### config.mk
export PLATFORM = sky130hd
export DESIGN_NAME = adsr_envelope_generator_top
export DESIGN_NICKNAME = d
export VERILOG_FILES = /design/src/hw/rtl/adsr_pkg.sv /design/src/hw/rtl/adsr_mdu.sv /design/src/hw/rtl/adsr_envelope_generator_top.sv
export SDC_FILE = /design/constraint.sdc
export NUM_CORES = 1
export LEC_CHECK = 0
export BUFFER_PORTS_ARGS = -buffer_cell sky130_fd_sc_hd__buf_2
export CAP_MARGIN = 30
export CORE_ASPECT_RATIO = 0.8
export CORE_MARGIN = 1.5
export CORE_UTILIZATION = 45
export DETAILED_ROUTE_END_ITERATION = 7
export SYNTH_ARGS = -nofsm -noshare
export SYNTH_HDL_FRONTEND = slang
export SYNTH_HIERARCHICAL = 1
export SYNTH_SLANG_ARGS = --single-unit
### constraint.sdc
create_clock -name i_clk -period 7.28 [get_ports i_clk]
set_input_delay 1.092 -clock i_clk [delete_from_list [all_inputs] [get_ports i_clk]]
set_output_delay 1.092 -clock i_clk [all_outputs]
set_load 0.03 [all_outputs]
### src/hw/rtl/adsr_pkg.sv
// Package for the linear ADSR envelope generator.
// Holds state encodings, register indexes and trigger mode codes.
// No dependencies.
package adsr_pkg;

    localparam int NOTE_BITS    = 7;
    localparam int CFG_IDX_BITS = 3;

    localparam logic [CFG_IDX_BITS-1:0] CFG_ATTACK  = 3'd0;
    localparam logic [CFG_IDX_BITS-1:0] CFG_DECAY   = 3'd1;
    localparam logic [CFG_IDX_BITS-1:0] CFG_SUSTAIN = 3'd2;
    localparam logic [CFG_IDX_BITS-1:0] CFG_RELEASE = 3'd3;
    localparam logic [CFG_IDX_BITS-1:0] CFG_TRIGGER = 3'd4;

    localparam logic [1:0] TRIG_NONE        = 2'd0;
    localparam logic [1:0] TRIG_LEGATO      = 2'd1;
    localparam logic [1:0] TRIG_RETRIG_LEG  = 2'd2;
    localparam logic [1:0] TRIG_RETRIG_RST  = 2'd3;

    typedef enum logic [1:0] {
        ST_IDLE,
        ST_PREP,
        ST_CALC,
        ST_FIN
    } t_state;

    typedef enum logic [1:0] {
        MDU_IDLE,
        MDU_MUL,
        MDU_DIV
    } t_mdu_phase;

    // How the quotient becomes the level
    typedef enum logic [1:0] {
        OP_DIRECT,
        OP_ADD,
        OP_SUB,
        OP_QUOT
    } t_seg_op;

endpackage

### src/hw/rtl/adsr_mdu.sv
// Iterative multiply-then-divide unit: floor(mplier * mcand / den).
// One shared adder/subtractor, shift-add multiply then restoring divide.
// Depends on adsr_pkg.
module adsr_mdu #(
    parameter int TIME_BITS  = 24,
    parameter int LEVEL_BITS = 16
) (
    input  logic                  i_clk,
    input  logic                  i_rst_n,
    input  logic                  i_start,
    input  logic [LEVEL_BITS-1:0] i_mplier,
    input  logic [TIME_BITS-1:0]  i_mcand,
    input  logic [TIME_BITS-1:0]  i_den,
    output logic                  o_done,
    output logic [LEVEL_BITS-1:0] o_quot
);

    localparam int PW = TIME_BITS + LEVEL_BITS;
    localparam int CW = $clog2(LEVEL_BITS);

    adsr_pkg::t_mdu_phase r_phase, n_phase;
    logic [CW-1:0]        r_cnt, n_cnt;
    logic                 r_done, n_done;
    logic [PW-1:0]        r_prod, n_prod;
    logic [TIME_BITS-1:0] r_mcand, r_den;

    logic                 sub;
    logic [TIME_BITS:0]   op_a, op_b;
    logic [TIME_BITS+1:0] sum;
    logic                 geq;
    logic [TIME_BITS-1:0] rem;
    logic                 last;

    always_comb begin
        sub  = (r_phase == adsr_pkg::MDU_DIV);
        if (sub) begin
            op_a = {r_prod[PW-1:LEVEL_BITS], r_prod[LEVEL_BITS-1]};
            op_b = {1'b0, r_den};
        end else begin
            op_a = {1'b0, r_prod[PW-1:LEVEL_BITS]};
            op_b = r_prod[0] ? {1'b0, r_mcand} : '0;
        end
        sum  = {1'b0, op_a} + (sub ? ~{1'b0, op_b} : {1'b0, op_b})
             + (TIME_BITS+2)'(sub);
        geq  = !sum[TIME_BITS+1];
        rem  = geq ? sum[TIME_BITS-1:0] : op_a[TIME_BITS-1:0];
        last = (r_cnt == CW'(LEVEL_BITS-1));

        n_phase = r_phase;
        n_cnt   = r_cnt;
        n_done  = 1'b0;
        n_prod  = r_prod;
        case (r_phase)
            adsr_pkg::MDU_IDLE: begin
                if (i_start) begin
                    n_phase = adsr_pkg::MDU_MUL;
                    n_cnt   = '0;
                    n_prod  = {{TIME_BITS{1'b0}}, i_mplier};
                end
            end
            adsr_pkg::MDU_MUL: begin
                n_prod = {sum[TIME_BITS:0], r_prod[LEVEL_BITS-1:1]};
                n_cnt  = r_cnt + CW'(1);
                if (last) begin
                    n_phase = adsr_pkg::MDU_DIV;
                    n_cnt   = '0;
                end
            end
            adsr_pkg::MDU_DIV: begin
                n_prod = {rem, r_prod[LEVEL_BITS-2:0], geq};
                n_cnt  = r_cnt + CW'(1);
                if (last) begin
                    n_phase = adsr_pkg::MDU_IDLE;
                    n_cnt   = '0;
                    n_done  = 1'b1;
                end
            end
            default: begin
                n_phase = adsr_pkg::MDU_IDLE;
            end
        endcase
    end

    always_ff @(posedge i_clk) begin
        if (!i_rst_n) begin
            r_phase <= adsr_pkg::MDU_IDLE;
            r_cnt   <= '0;
            r_done  <= 1'b0;
        end else begin
            r_phase <= n_phase;
            r_cnt   <= n_cnt;
            r_done  <= n_done;
        end
    end

    always_ff @(posedge i_clk) begin
        r_prod <= n_prod;
        if (i_start && r_phase == adsr_pkg::MDU_IDLE) begin
            r_mcand <= i_mcand;
            r_den   <= i_den;
        end
    end

    assign o_done = r_done;
    assign o_quot = r_prod[LEVEL_BITS-1:0];

endmodule

### src/hw/rtl/adsr_envelope_generator_top.sv
// Linear ADSR envelope generator, top level.
// Instantiates adsr_mdu; uses adsr_pkg.
//
// One sample item in, one level and kill flag out. Items on an attack, decay or
// release ramp go through the shared multiply/divide unit, LEVEL_BITS shift-add
// steps then LEVEL_BITS restoring divide steps, passing the PREP, CALC and FIN
// states. Items with a fixed level (silent or unplayed notes, zero-length
// segments, sustain, finished release) pass only PREP and FIN. Input ready
// returns in the same cycle as a result appears in the output register, and is
// high only between items; a finished result sits in the output register, so the
// next item is taken while it waits, and a following result is held back until
// that one is transferred. Registers are to be written through the write port
// only while the block is idle; the block itself does not enforce this.
module adsr_envelope_generator_top #(
    parameter int TIME_BITS  = 24,
    parameter int LEVEL_BITS = 16
) (
    input  logic                                 i_clk,
    input  logic                                 i_rst_n,
    input  logic                                 i_cfg_we,
    input  logic [adsr_pkg::CFG_IDX_BITS-1:0]    i_cfg_idx,
    input  logic [((TIME_BITS > LEVEL_BITS) ? TIME_BITS : LEVEL_BITS)-1:0] i_cfg_wdata,
    input  logic                                 i_in_valid,
    output logic                                 o_in_ready,
    input  logic                                 i_mono,
    input  logic                                 i_note_valid,
    input  logic [adsr_pkg::NOTE_BITS-1:0]       i_note,
    input  logic                                 i_note_active,
    input  logic                                 i_pressed,
    input  logic [TIME_BITS-1:0]                 i_elapsed,
    input  logic                                 i_latched_active,
    input  logic                                 i_latched_pressed,
    input  logic [TIME_BITS-1:0]                 i_latched_elapsed,
    input  logic [LEVEL_BITS-1:0]                i_initial_level,
    output logic                                 o_out_valid,
    input  logic                                 i_out_ready,
    output logic [LEVEL_BITS-1:0]                o_level,
    output logic                                 o_kill
);

    localparam logic [LEVEL_BITS-1:0] FULL = LEVEL_BITS'(1) << (LEVEL_BITS-1);

    // configuration
    logic [TIME_BITS-1:0]  r_attack, r_decay, r_release;
    logic [LEVEL_BITS-1:0] r_sustain;
    logic [1:0]            r_trig;

    // mono state
    logic [LEVEL_BITS-1:0]         r_start_level, n_start_level;
    logic [LEVEL_BITS-1:0]         r_last_level;
    logic [adsr_pkg::NOTE_BITS-1:0] r_last_note;
    logic                          r_last_known, r_last_gate;

    // item
    adsr_pkg::t_state      r_state, n_state;
    logic                  r_skip, r_upd, r_gate;
    logic [TIME_BITS-1:0]  r_t;
    logic [LEVEL_BITS-1:0] r_s;
    adsr_pkg::t_seg_op     r_op, n_op;
    logic [LEVEL_BITS-1:0] r_base, n_base;
    logic                  r_kill, n_kill;

    logic                  r_out_valid;
    logic [LEVEL_BITS-1:0] r_level;
    logic                  r_out_kill;

    // accept-time selection
    logic                          acc, use_l, c_active, c_gate, c_skip;
    logic [adsr_pkg::NOTE_BITS-1:0] c_note;
    logic [TIME_BITS-1:0]          c_t;
    logic                          was, changed;
    logic [LEVEL_BITS-1:0]         c_init, c_s;

    // segment set-up
    logic [LEVEL_BITS-1:0] sus;
    logic [TIME_BITS:0]    a_plus_d;
    logic                  mdu_start, mdu_done;
    logic [LEVEL_BITS-1:0] mdu_mplier, mdu_quot;
    logic [TIME_BITS-1:0]  mdu_mcand, mdu_den;

    logic                  fin_load;
    logic [LEVEL_BITS-1:0] fin_level;

    assign acc        = i_in_valid && o_in_ready;
    assign o_in_ready = (r_state == adsr_pkg::ST_IDLE);

    always_comb begin
        use_l    = i_mono && (r_trig == adsr_pkg::TRIG_LEGATO) && r_last_known
                   && i_latched_active;
        c_note   = use_l ? r_last_note       : i_note;
        c_active = use_l ? 1'b1              : i_note_active;
        c_gate   = use_l ? i_latched_pressed : i_pressed;
        c_t      = use_l ? i_latched_elapsed : i_elapsed;
        c_skip   = i_mono ? (!i_note_valid || !c_active) : !i_note_active;
        was      = r_last_gate;
        changed  = r_last_known && (r_last_note != c_note);

        n_start_level = r_start_level;
        case (r_trig)
            adsr_pkg::TRIG_LEGATO: begin
                if (c_gate != was) n_start_level = r_last_level;
            end
            adsr_pkg::TRIG_RETRIG_LEG: begin
                if (c_gate != was || changed) n_start_level = r_last_level;
            end
            adsr_pkg::TRIG_RETRIG_RST: begin
                if ((c_gate && !was) || changed) n_start_level = '0;
                else if (!c_gate && was)        n_start_level = r_last_level;
            end
            default: begin
                n_start_level = r_start_level;
            end
        endcase

        c_init = (i_initial_level > FULL) ? FULL : i_initial_level;
        c_s    = i_mono ? ((n_start_level > FULL) ? FULL : n_start_level) : c_init;
    end

    always_ff @(posedge i_clk) begin
        if (!i_rst_n) begin
            r_attack  <= TIME_BITS'(480);
            r_decay   <= TIME_BITS'(4800);
            r_sustain <= LEVEL_BITS'(22938);
            r_release <= TIME_BITS'(9600);
            r_trig    <= adsr_pkg::TRIG_NONE;
        end else if (i_cfg_we) begin
            case (i_cfg_idx)
                adsr_pkg::CFG_ATTACK:  r_attack  <= i_cfg_wdata[TIME_BITS-1:0];
                adsr_pkg::CFG_DECAY:   r_decay   <= i_cfg_wdata[TIME_BITS-1:0];
                adsr_pkg::CFG_SUSTAIN: r_sustain <= i_cfg_wdata[LEVEL_BITS-1:0];
                adsr_pkg::CFG_RELEASE: r_release <= i_cfg_wdata[TIME_BITS-1:0];
                adsr_pkg::CFG_TRIGGER: r_trig    <= i_cfg_wdata[1:0];
                default: ;
            endcase
        end
    end

    // segment choice
    always_comb begin
        sus        = (r_sustain > FULL) ? FULL : r_sustain;
        a_plus_d   = {1'b0, r_attack} + {1'b0, r_decay};
        n_op       = adsr_pkg::OP_DIRECT;
        n_base     = '0;
        mdu_mplier = '0;
        mdu_mcand  = '0;
        mdu_den    = '0;
        n_kill     = !r_skip && !r_gate && (r_t > r_release);
        if (r_skip) begin
            n_op = adsr_pkg::OP_DIRECT;
        end else if (r_gate) begin
            if (r_t <= r_attack) begin
                if (r_attack == '0) begin
                    n_base = FULL;
                end else begin
                    n_op       = adsr_pkg::OP_ADD;
                    n_base     = r_s;
                    mdu_mplier = FULL - r_s;
                    mdu_mcand  = r_t;
                    mdu_den    = r_attack;
                end
            end else if ({1'b0, r_t} <= a_plus_d && r_decay != '0) begin
                n_op       = adsr_pkg::OP_SUB;
                n_base     = FULL;
                mdu_mplier = FULL - sus;
                mdu_mcand  = r_t - r_attack;
                mdu_den    = r_decay;
            end else begin
                n_base = sus;
            end
        end else if (r_t < r_release) begin
            n_op       = adsr_pkg::OP_QUOT;
            mdu_mplier = r_s;
            mdu_mcand  = r_release - r_t;
            mdu_den    = r_release;
        end
        mdu_start = (r_state == adsr_pkg::ST_PREP) && (n_op != adsr_pkg::OP_DIRECT);
    end

    adsr_mdu #(
        .TIME_BITS  (TIME_BITS),
        .LEVEL_BITS (LEVEL_BITS)
    ) u_mdu (
        .i_clk    (i_clk),
        .i_rst_n  (i_rst_n),
        .i_start  (mdu_start),
        .i_mplier (mdu_mplier),
        .i_mcand  (mdu_mcand),
        .i_den    (mdu_den),
        .o_done   (mdu_done),
        .o_quot   (mdu_quot)
    );

    always_comb begin
        case (r_op)
            adsr_pkg::OP_ADD:  fin_level = r_base + mdu_quot;
            adsr_pkg::OP_SUB:  fin_level = r_base - mdu_quot;
            adsr_pkg::OP_QUOT: fin_level = mdu_quot;
            default:           fin_level = r_base;
        endcase
        fin_load = (r_state == adsr_pkg::ST_FIN) && (!r_out_valid || i_out_ready);

        n_state = r_state;
        case (r_state)
            adsr_pkg::ST_IDLE: if (acc) n_state = adsr_pkg::ST_PREP;
            adsr_pkg::ST_PREP: begin
                n_state = (n_op == adsr_pkg::OP_DIRECT) ? adsr_pkg::ST_FIN
                                                        : adsr_pkg::ST_CALC;
            end
            adsr_pkg::ST_CALC: if (mdu_done) n_state = adsr_pkg::ST_FIN;
            adsr_pkg::ST_FIN:  if (fin_load) n_state = adsr_pkg::ST_IDLE;
            default:           n_state = adsr_pkg::ST_IDLE;
        endcase
    end

    always_ff @(posedge i_clk) begin
        if (!i_rst_n) begin
            r_state       <= adsr_pkg::ST_IDLE;
            r_out_valid   <= 1'b0;
            r_start_level <= '0;
            r_last_level  <= '0;
            r_last_note   <= '0;
            r_last_known  <= 1'b0;
            r_last_gate   <= 1'b0;
            r_upd         <= 1'b0;
        end else begin
            r_state <= n_state;
            if (acc) begin
                r_upd <= i_mono && !c_skip;
                if (i_mono && !c_skip) begin
                    r_start_level <= n_start_level;
                    r_last_note   <= c_note;
                    r_last_known  <= 1'b1;
                    r_last_gate   <= c_gate;
                end
            end
            if (fin_load) begin
                r_out_valid <= 1'b1;
                if (r_upd) r_last_level <= fin_level;
            end else if (i_out_ready) begin
                r_out_valid <= 1'b0;
            end
        end
    end

    always_ff @(posedge i_clk) begin
        if (acc) begin
            r_skip <= c_skip;
            r_gate <= c_gate;
            r_t    <= c_t;
            r_s    <= c_s;
        end
        if (r_state == adsr_pkg::ST_PREP) begin
            r_op   <= n_op;
            r_base <= n_base;
            r_kill <= n_kill;
        end
        if (fin_load) begin
            r_level    <= fin_level;
            r_out_kill <= r_kill;
        end
    end

    assign o_out_valid = r_out_valid;
    assign o_level     = r_level;
    assign o_kill      = r_out_kill;

    a_done_in_calc: assert property (@(posedge i_clk) disable iff (!i_rst_n)
        mdu_done |-> r_state == adsr_pkg::ST_CALC)
        else $error("divider finished outside calc state");

    a_level_range: assert property (@(posedge i_clk) disable iff (!i_rst_n)
        o_out_valid |-> o_level <= FULL)
        else $error("level above full scale");

    a_kill_silent: assert property (@(posedge i_clk) disable iff (!i_rst_n)
        (o_out_valid && o_kill) |-> o_level == '0)
        else $error("kill with non-zero level");

endmodule

# After elaboration in Yosys (flattened, before gate mapping)
# Index checks and enable logic that the tools add are counted.
# totals
register_bits,308
latchBits,0
mem_bits_rw,0
rom_bits,0
inputBits,109
elab_cells,185
memories,0
# classes
addsub,10
mul,0
div,0
magnitude_cmp,7
eq_ne,24
shift,0
mux,62
bitwise,2
reduce_logical,52
# ops
op,n
$mux W24,13
$mux W16,17
$pmux W40 S3,1
$pmux W16 S3,2
$mux W25,2
$gt A16 B16 Y1 const B,3
$sub A24 B24 Y24,2
$mux W40,1
$sub A16 B16 Y16 const A,2
$add A25 B26 Y26,1
$add A26 B1 Y26,1
$mux W26,1
$not A25 Y26,1
$add A24 B24 Y25,1
$le A24 B25 Y1,1
$gt A24 B24 Y1,1
$le A24 B24 Y1,1
$logic_not A24 Y1,1
$lt A24 B24 Y1,1
$reduce_bool A24 Y1,1
$mux W2,11
$reduce_and A2 Y1,10
$add A16 B16 Y16,1
$sub A16 B16 Y16,1
27 further kinds,80

# Logic depth before layout (Yosys ltp)
# logic_depth
word_depth,13
mapped_depth,27
depth_no_buf,25

# Modules after synthesis
# The synthesis kept the hierarchy.
# by_module_without_submodules
module,instances,cells_per_inst,area_per_inst_um2,seq_area_each_um2
adsr_envelope_generator_top,1,1947,15927.8,5044.8
adsr_mdu,1,614,6015.8,2782.7

# Worst setup path after synthesis
# OpenSTA, ideal clock, no wires.
# synth_path
kind,flip-flop to flip-flop
from,register r_attack[6]
to,register u_mdu.r_prod[0] (enable)
t_arrival_ns,6.481
required_ns,6.842
path_slack_ns,0.362
path_stages_with_launch,24
synth_period_minus_slack_ns,6.918
cell_sequence,dfxtp_1 > ha_1 > a2111oi_0 > o21ai_1 > a41o_1 > a211oi_1 > o31ai_1 > nor3_1 > o21bai_1 > a21oi_1 > xor2_1 > ha_1 > nand3_1 > nor4_1 > a221oi_1 > o21ai_0 > a21oi_1 > o31a_1 > or3_1 > buf_2 > clkbuf_1 > a31oi_1 > nor2b_1 > nor2_1
# synth_between
elab_chain_len,11
# synth_lines
element,line_no,text
"start, declared",adsr_envelope_generator_top.sv:44,"logic [TIME_BITS-1:0] r_attack, r_decay, r_release;"
"start signal, assigned",adsr_envelope_generator_top.sv:128,adsr_pkg::CFG_ATTACK: r_attack <= i_cfg_wdata[TIME_BITS-1:0];
$add A24 B24 Y25,adsr_envelope_generator_top.sv:141,"a_plus_d = {1'b0, r_attack} + {1'b0, r_decay};"
$le A24 B25 Y1,adsr_envelope_generator_top.sv:161,"end else if ({1'b0, r_t} <= a_plus_d && r_decay != '0) begin"
$logic_and A1 B1 Y1,adsr_envelope_generator_top.sv:161,
$mux W2,adsr_envelope_generator_top.sv:161,
$mux W2 (*),adsr_envelope_generator_top.sv:151,if (r_t <= r_attack) begin
$mux W2 (*),adsr_envelope_generator_top.sv:150,end else if (r_gate) begin
$mux W2 (*),adsr_envelope_generator_top.sv:148,if (r_skip) begin
$reduce_bool A2 Y1 (*),adsr_envelope_generator_top.sv:176,mdu_start = (r_state == adsr_pkg::ST_PREP) && (n_op != adsr_pkg::OP_DIRECT);
$logic_and A1 B1 Y1 (*),adsr_envelope_generator_top.sv:176,
net mdu_start,adsr_envelope_generator_top.sv:77,"logic mdu_start, mdu_done;"
$ne A2 B1 Y1 (no source line) (*),n/a,
$reduce_and A2 Y1 (no source line) (*),n/a,
"end signal, assigned",adsr_mdu.sv:97,r_prod <= n_prod;
"end, declared",adsr_mdu.sv:24,"logic [PW-1:0] r_prod, n_prod;"
# The timed path passes the listed nets; every way through them passes the cells marked *.
# A chain may end at the register's enable or synchronous reset.

# Worst setup path after layout
# layout_path
from,register r_attack[6]
to,register u_mdu.r_prod[8] (enable)
# Same word-level chain as after synthesis.

==> results by group <==
Routing
  • Final WL: 70.7 mm
  • Post-DR vias/cell: 6.02
  • Residual DRC: 0
  • DRT antenna net count: 0
  • TritonRoute pass-1 iters: 7
  • Via Count: 19700
  • WL per Instance: 21.6 µm
  • Starting DRT DRC Count: 2053

Global routing
  • GRT met1 Usage: 44.4%
  • Global Route Usage Sum: 27.5%
  • Overflow after GRT: 0
  • First-pass GRT wire length: 107 mm
  • Vias in the first global route: 17900
  • GR met3 Demand/Resource: 6.34%
  • M2 GR Usage: 36.3%
  • Grt peak-use layer: met1
  • Largest net degree at the start of global routing: 103
  • Initial antenna violation count: 0

Timing
  • Final hold viol count: 0
  • Hold_ws: 0.479 ns
  • Worst-Margin Slew: 1.04 ns
  • Worst Skew: 0.0359 ns
  • Slew Limit Fails: 0
  • Fmax: 166 MHz
  • Finish-stage setup viols: 0
  • Unrepaired setup endpoints after global routing: no
  • Final setup TNS: 0 ns
  • Period Utilization, post-route: 82.9%
  • Fin crit period: 6.04 ns
  • Slew HR: 30.9%

Synth
  • Syn nets: 2827
  • Cells after Synth: 2561
  • Post-synth EDFFs: 166
  • Ys flop type: edfxtp_1
  • Number of library cell types mapped by synthesis: 91
  • Most common cell in the netlist: nand2_1
  • Yosys warning count: 6
  • Synth Register Bits: 308
  • Post-synthesis cell area: 0.0219 mm²
  • Yosys top cell area share: 22.7%
  • Synth area leaders: edfxtp_1 (23%), dfxtp_1 (13%), ha_1 (8.7%)
  • Synth area leader: edfxtp_1
  • Ys async rst share: 0%
  • Syn_area_per_cell: 8.57 µm²
  • Post-synthesis sequential area ratio: 35.7%
  • Top cells by count, synth: nand2_1 (383), a21oi_1 (166), edfxtp_1 (166), ha_1 (152)

Finish
  • Final cell count without fillers: 3267
  • Fillers: 4543
  • Syn-to-layout area delta: 10.2%
  • Nets: 2875
  • Util after Layout: 50.2%
  • # diodes: 0
  • Layout cell share with drive strength beyond 1: 11.1%

Pwr
  • Lkg Pwr: 9.33 nW
  • Pwr dens: 275 mW/mm²
  • Peak VDD IR: 0.176 mV

Placement
  • PortBufs: 127
  • DPL Wire Length: 54.2 mm
  • Cell count after placement: 3198
  • GPL Wtd Cong: 0.948

Worst setup path
  • CP required: 7.54 ns
  • Startpoint types: register
  • Slowest-stage cell, CP: or3_2
  • CP Class: register to register
  • Crit-path leading delay family: compound AO/OA/AOI/OAI gates
  • Max FO, Critical Path: 25
  • CP Cell Sequence: ha_1 -> a2111oi_0 -> o21ai_1 -> a41o_1 -> a211oi_1 -> buf_4 -> o31ai_1 -> nor3_1 -> o21bai_1 -> a21oi_1 -> xor2_1 -> ha_1 -> nand3_1 -> nor4_1 -> a221oi_1 -> o21ai_0 -> a21oi_1 -> o31a_1 -> or3_2 -> a31oi_1 -> buf_4 -> nor2b_1 -> nor2_4 -> buf_12
  • Max stage delay on crit path: 0.50 ns
  • CP arrival: 6.30 ns
  • Buffers & Inverters on Critical Path: 3
  • Critical path capture point type: register

Clock network
  • Post_cts resized: 0
  • Root Buffer: clkbuf_16
  • TritonCTS clock tree: yes
  • Worst skew pair latency: 0.59 ns
  • Setup Fix Bufs, Post-CTS: 0
  • Clk sinks: 308
  • CTS H-Tree Depth: 2
  • CTS Buf Count: 37
  • Post-cts hold buffer count: 0
  • Clock Path Buffers: 3
  • Reg clk slew, reported paths: 0.06 ns

Floorplan
  • Num rows: 72
  • Number of I/O pins: 128
  • Starting Density: 45.5%
  • Core ar.: 0.0482 mm²
  • Chip height: 201 µm
  • Die width: 250 µm
  • Area of the die: 0.0501 mm²

Worst hold path
  • Min-delay worst type: register to register

Run status
  • Status: completed

Flow run
  • Max Cap Violations: 0
## where the power goes
part           switching (W)  internal, W
registers           0.000258      0.00212
clock network       0.000803      0.00105
logic                0.00152     0.000901
total                0.00259      0.00407
## flip-flops by register name, indices dropped and copies added, names as in the netlist, 24 cells and up
register / count
u_mdu/r_prod: 40
r_attack: 24
r_decay: 24
r_release: 24
r_t: 24
u_mdu/r_den: 24
u_mdu/r_mcand: 24
## path summary, 6_finish.rpt
kind / startpoint / endpoint / cells past startpoint / slack [ns]
max: r_attack[6]$_SDFFE_PN1P_ / u_mdu/r_prod[8]$_DFFE_PP_ / 24 / 1.24
min: r_last_note[4]$_SDFFE_PN0P_ / r_last_note[4]$_SDFFE_PN0P_ / 2 / 0.48
max reg2reg: r_attack[6]$_SDFFE_PN1P_ / u_mdu/r_prod[8]$_DFFE_PP_ / 24 / 1.24
min reg2reg: r_last_note[4]$_SDFFE_PN0P_ / r_last_note[4]$_SDFFE_PN0P_ / 2 / 0.48
## stage by stage
stage | worst slack [ns] | cell area, µm² | total power [W]
after detailed placement | 1.37 | 23000 | 0.00476
after global placement | 1.38 | 22900 | 0.00474
after global routing | 0.813 | 24200 | 0.00702
after floorplan | 0.362 | 21900 | 0.00402
after CTS | 1.33 | 24200 | 0.00664
final | 1.24 | 24200 | 0.00666
## cell usage in the layout, fill, tap and decap left out, drive strengths merged, types with 20 or more instances in the layout
cell type,synthesis,final
nand2,384,384
o21ai,175,175
a21oi,171,171
edfxtp,166,166
inv,149,154
buf,52,153
ha,152,152
dfxtp,142,142
nor2,142,142
a21boi,92,92
xnor2,70,70
xor2,54,54
a22oi,50,50
nand3,50,50
nor3,50,50
clkbuf,92,49
mux2,41,41
a21o,40,40
mux2i,33,33
o221ai,33,33
and2,32,32
nor2b,27,27
a22o,27,27
nand2b,23,23
or3,23,23
a221oi,21,21
o21a,20,20
nand4,20,20
## cell families (layout without fill, tap and decap cells)
logic type | count (synthesis) | after routing | share of synthesized area, %
muxes | 74 | 74 | 3.61
and+or+nand+nor | 812 | 812 | 16.8
AOI/OAI and AO/OA | 793 | 793 | 24.3
xor gates and xnor gates | 124 | 124 | 4.95
DFF | 308 | 308 | 35.7
adders and majority gates | 157 | 157 | 9.12
buffers and inverters | 293 | 370 | 5.50
## metal layers
metal | vias up | part of all wire [%]
li1 | 9416 | -
met1 | 9284 | 50
met2 | 887 | 38
met3 | 77 | 10
met4 | 0 | 1.8
met5 | - | 0
## final cells by class
type	count	area, µm²	share of cell area [%]
Clock buffer	49	1020	4.23
Clock inverter	19	194	0.802
Inverter	149	559	2.31
Multi-Input combinational cell	1960	12900	53.5
Sequential cell	308	7830	32.4
Tap cell	629	787	3.25
Timing Repair Buffer	153	868	3.59
## worst register-to-register path, delay by kind of cell (launching register included)
kind	cells	cell delay, ns
flops	1	0.33
simple gates	6	1.77
fa+ha+maj	2	0.68
xor+xnor	1	0.09
buf+inv	3	0.63
compound gates	12	2.19
Power figures use the tool's default switching activity.
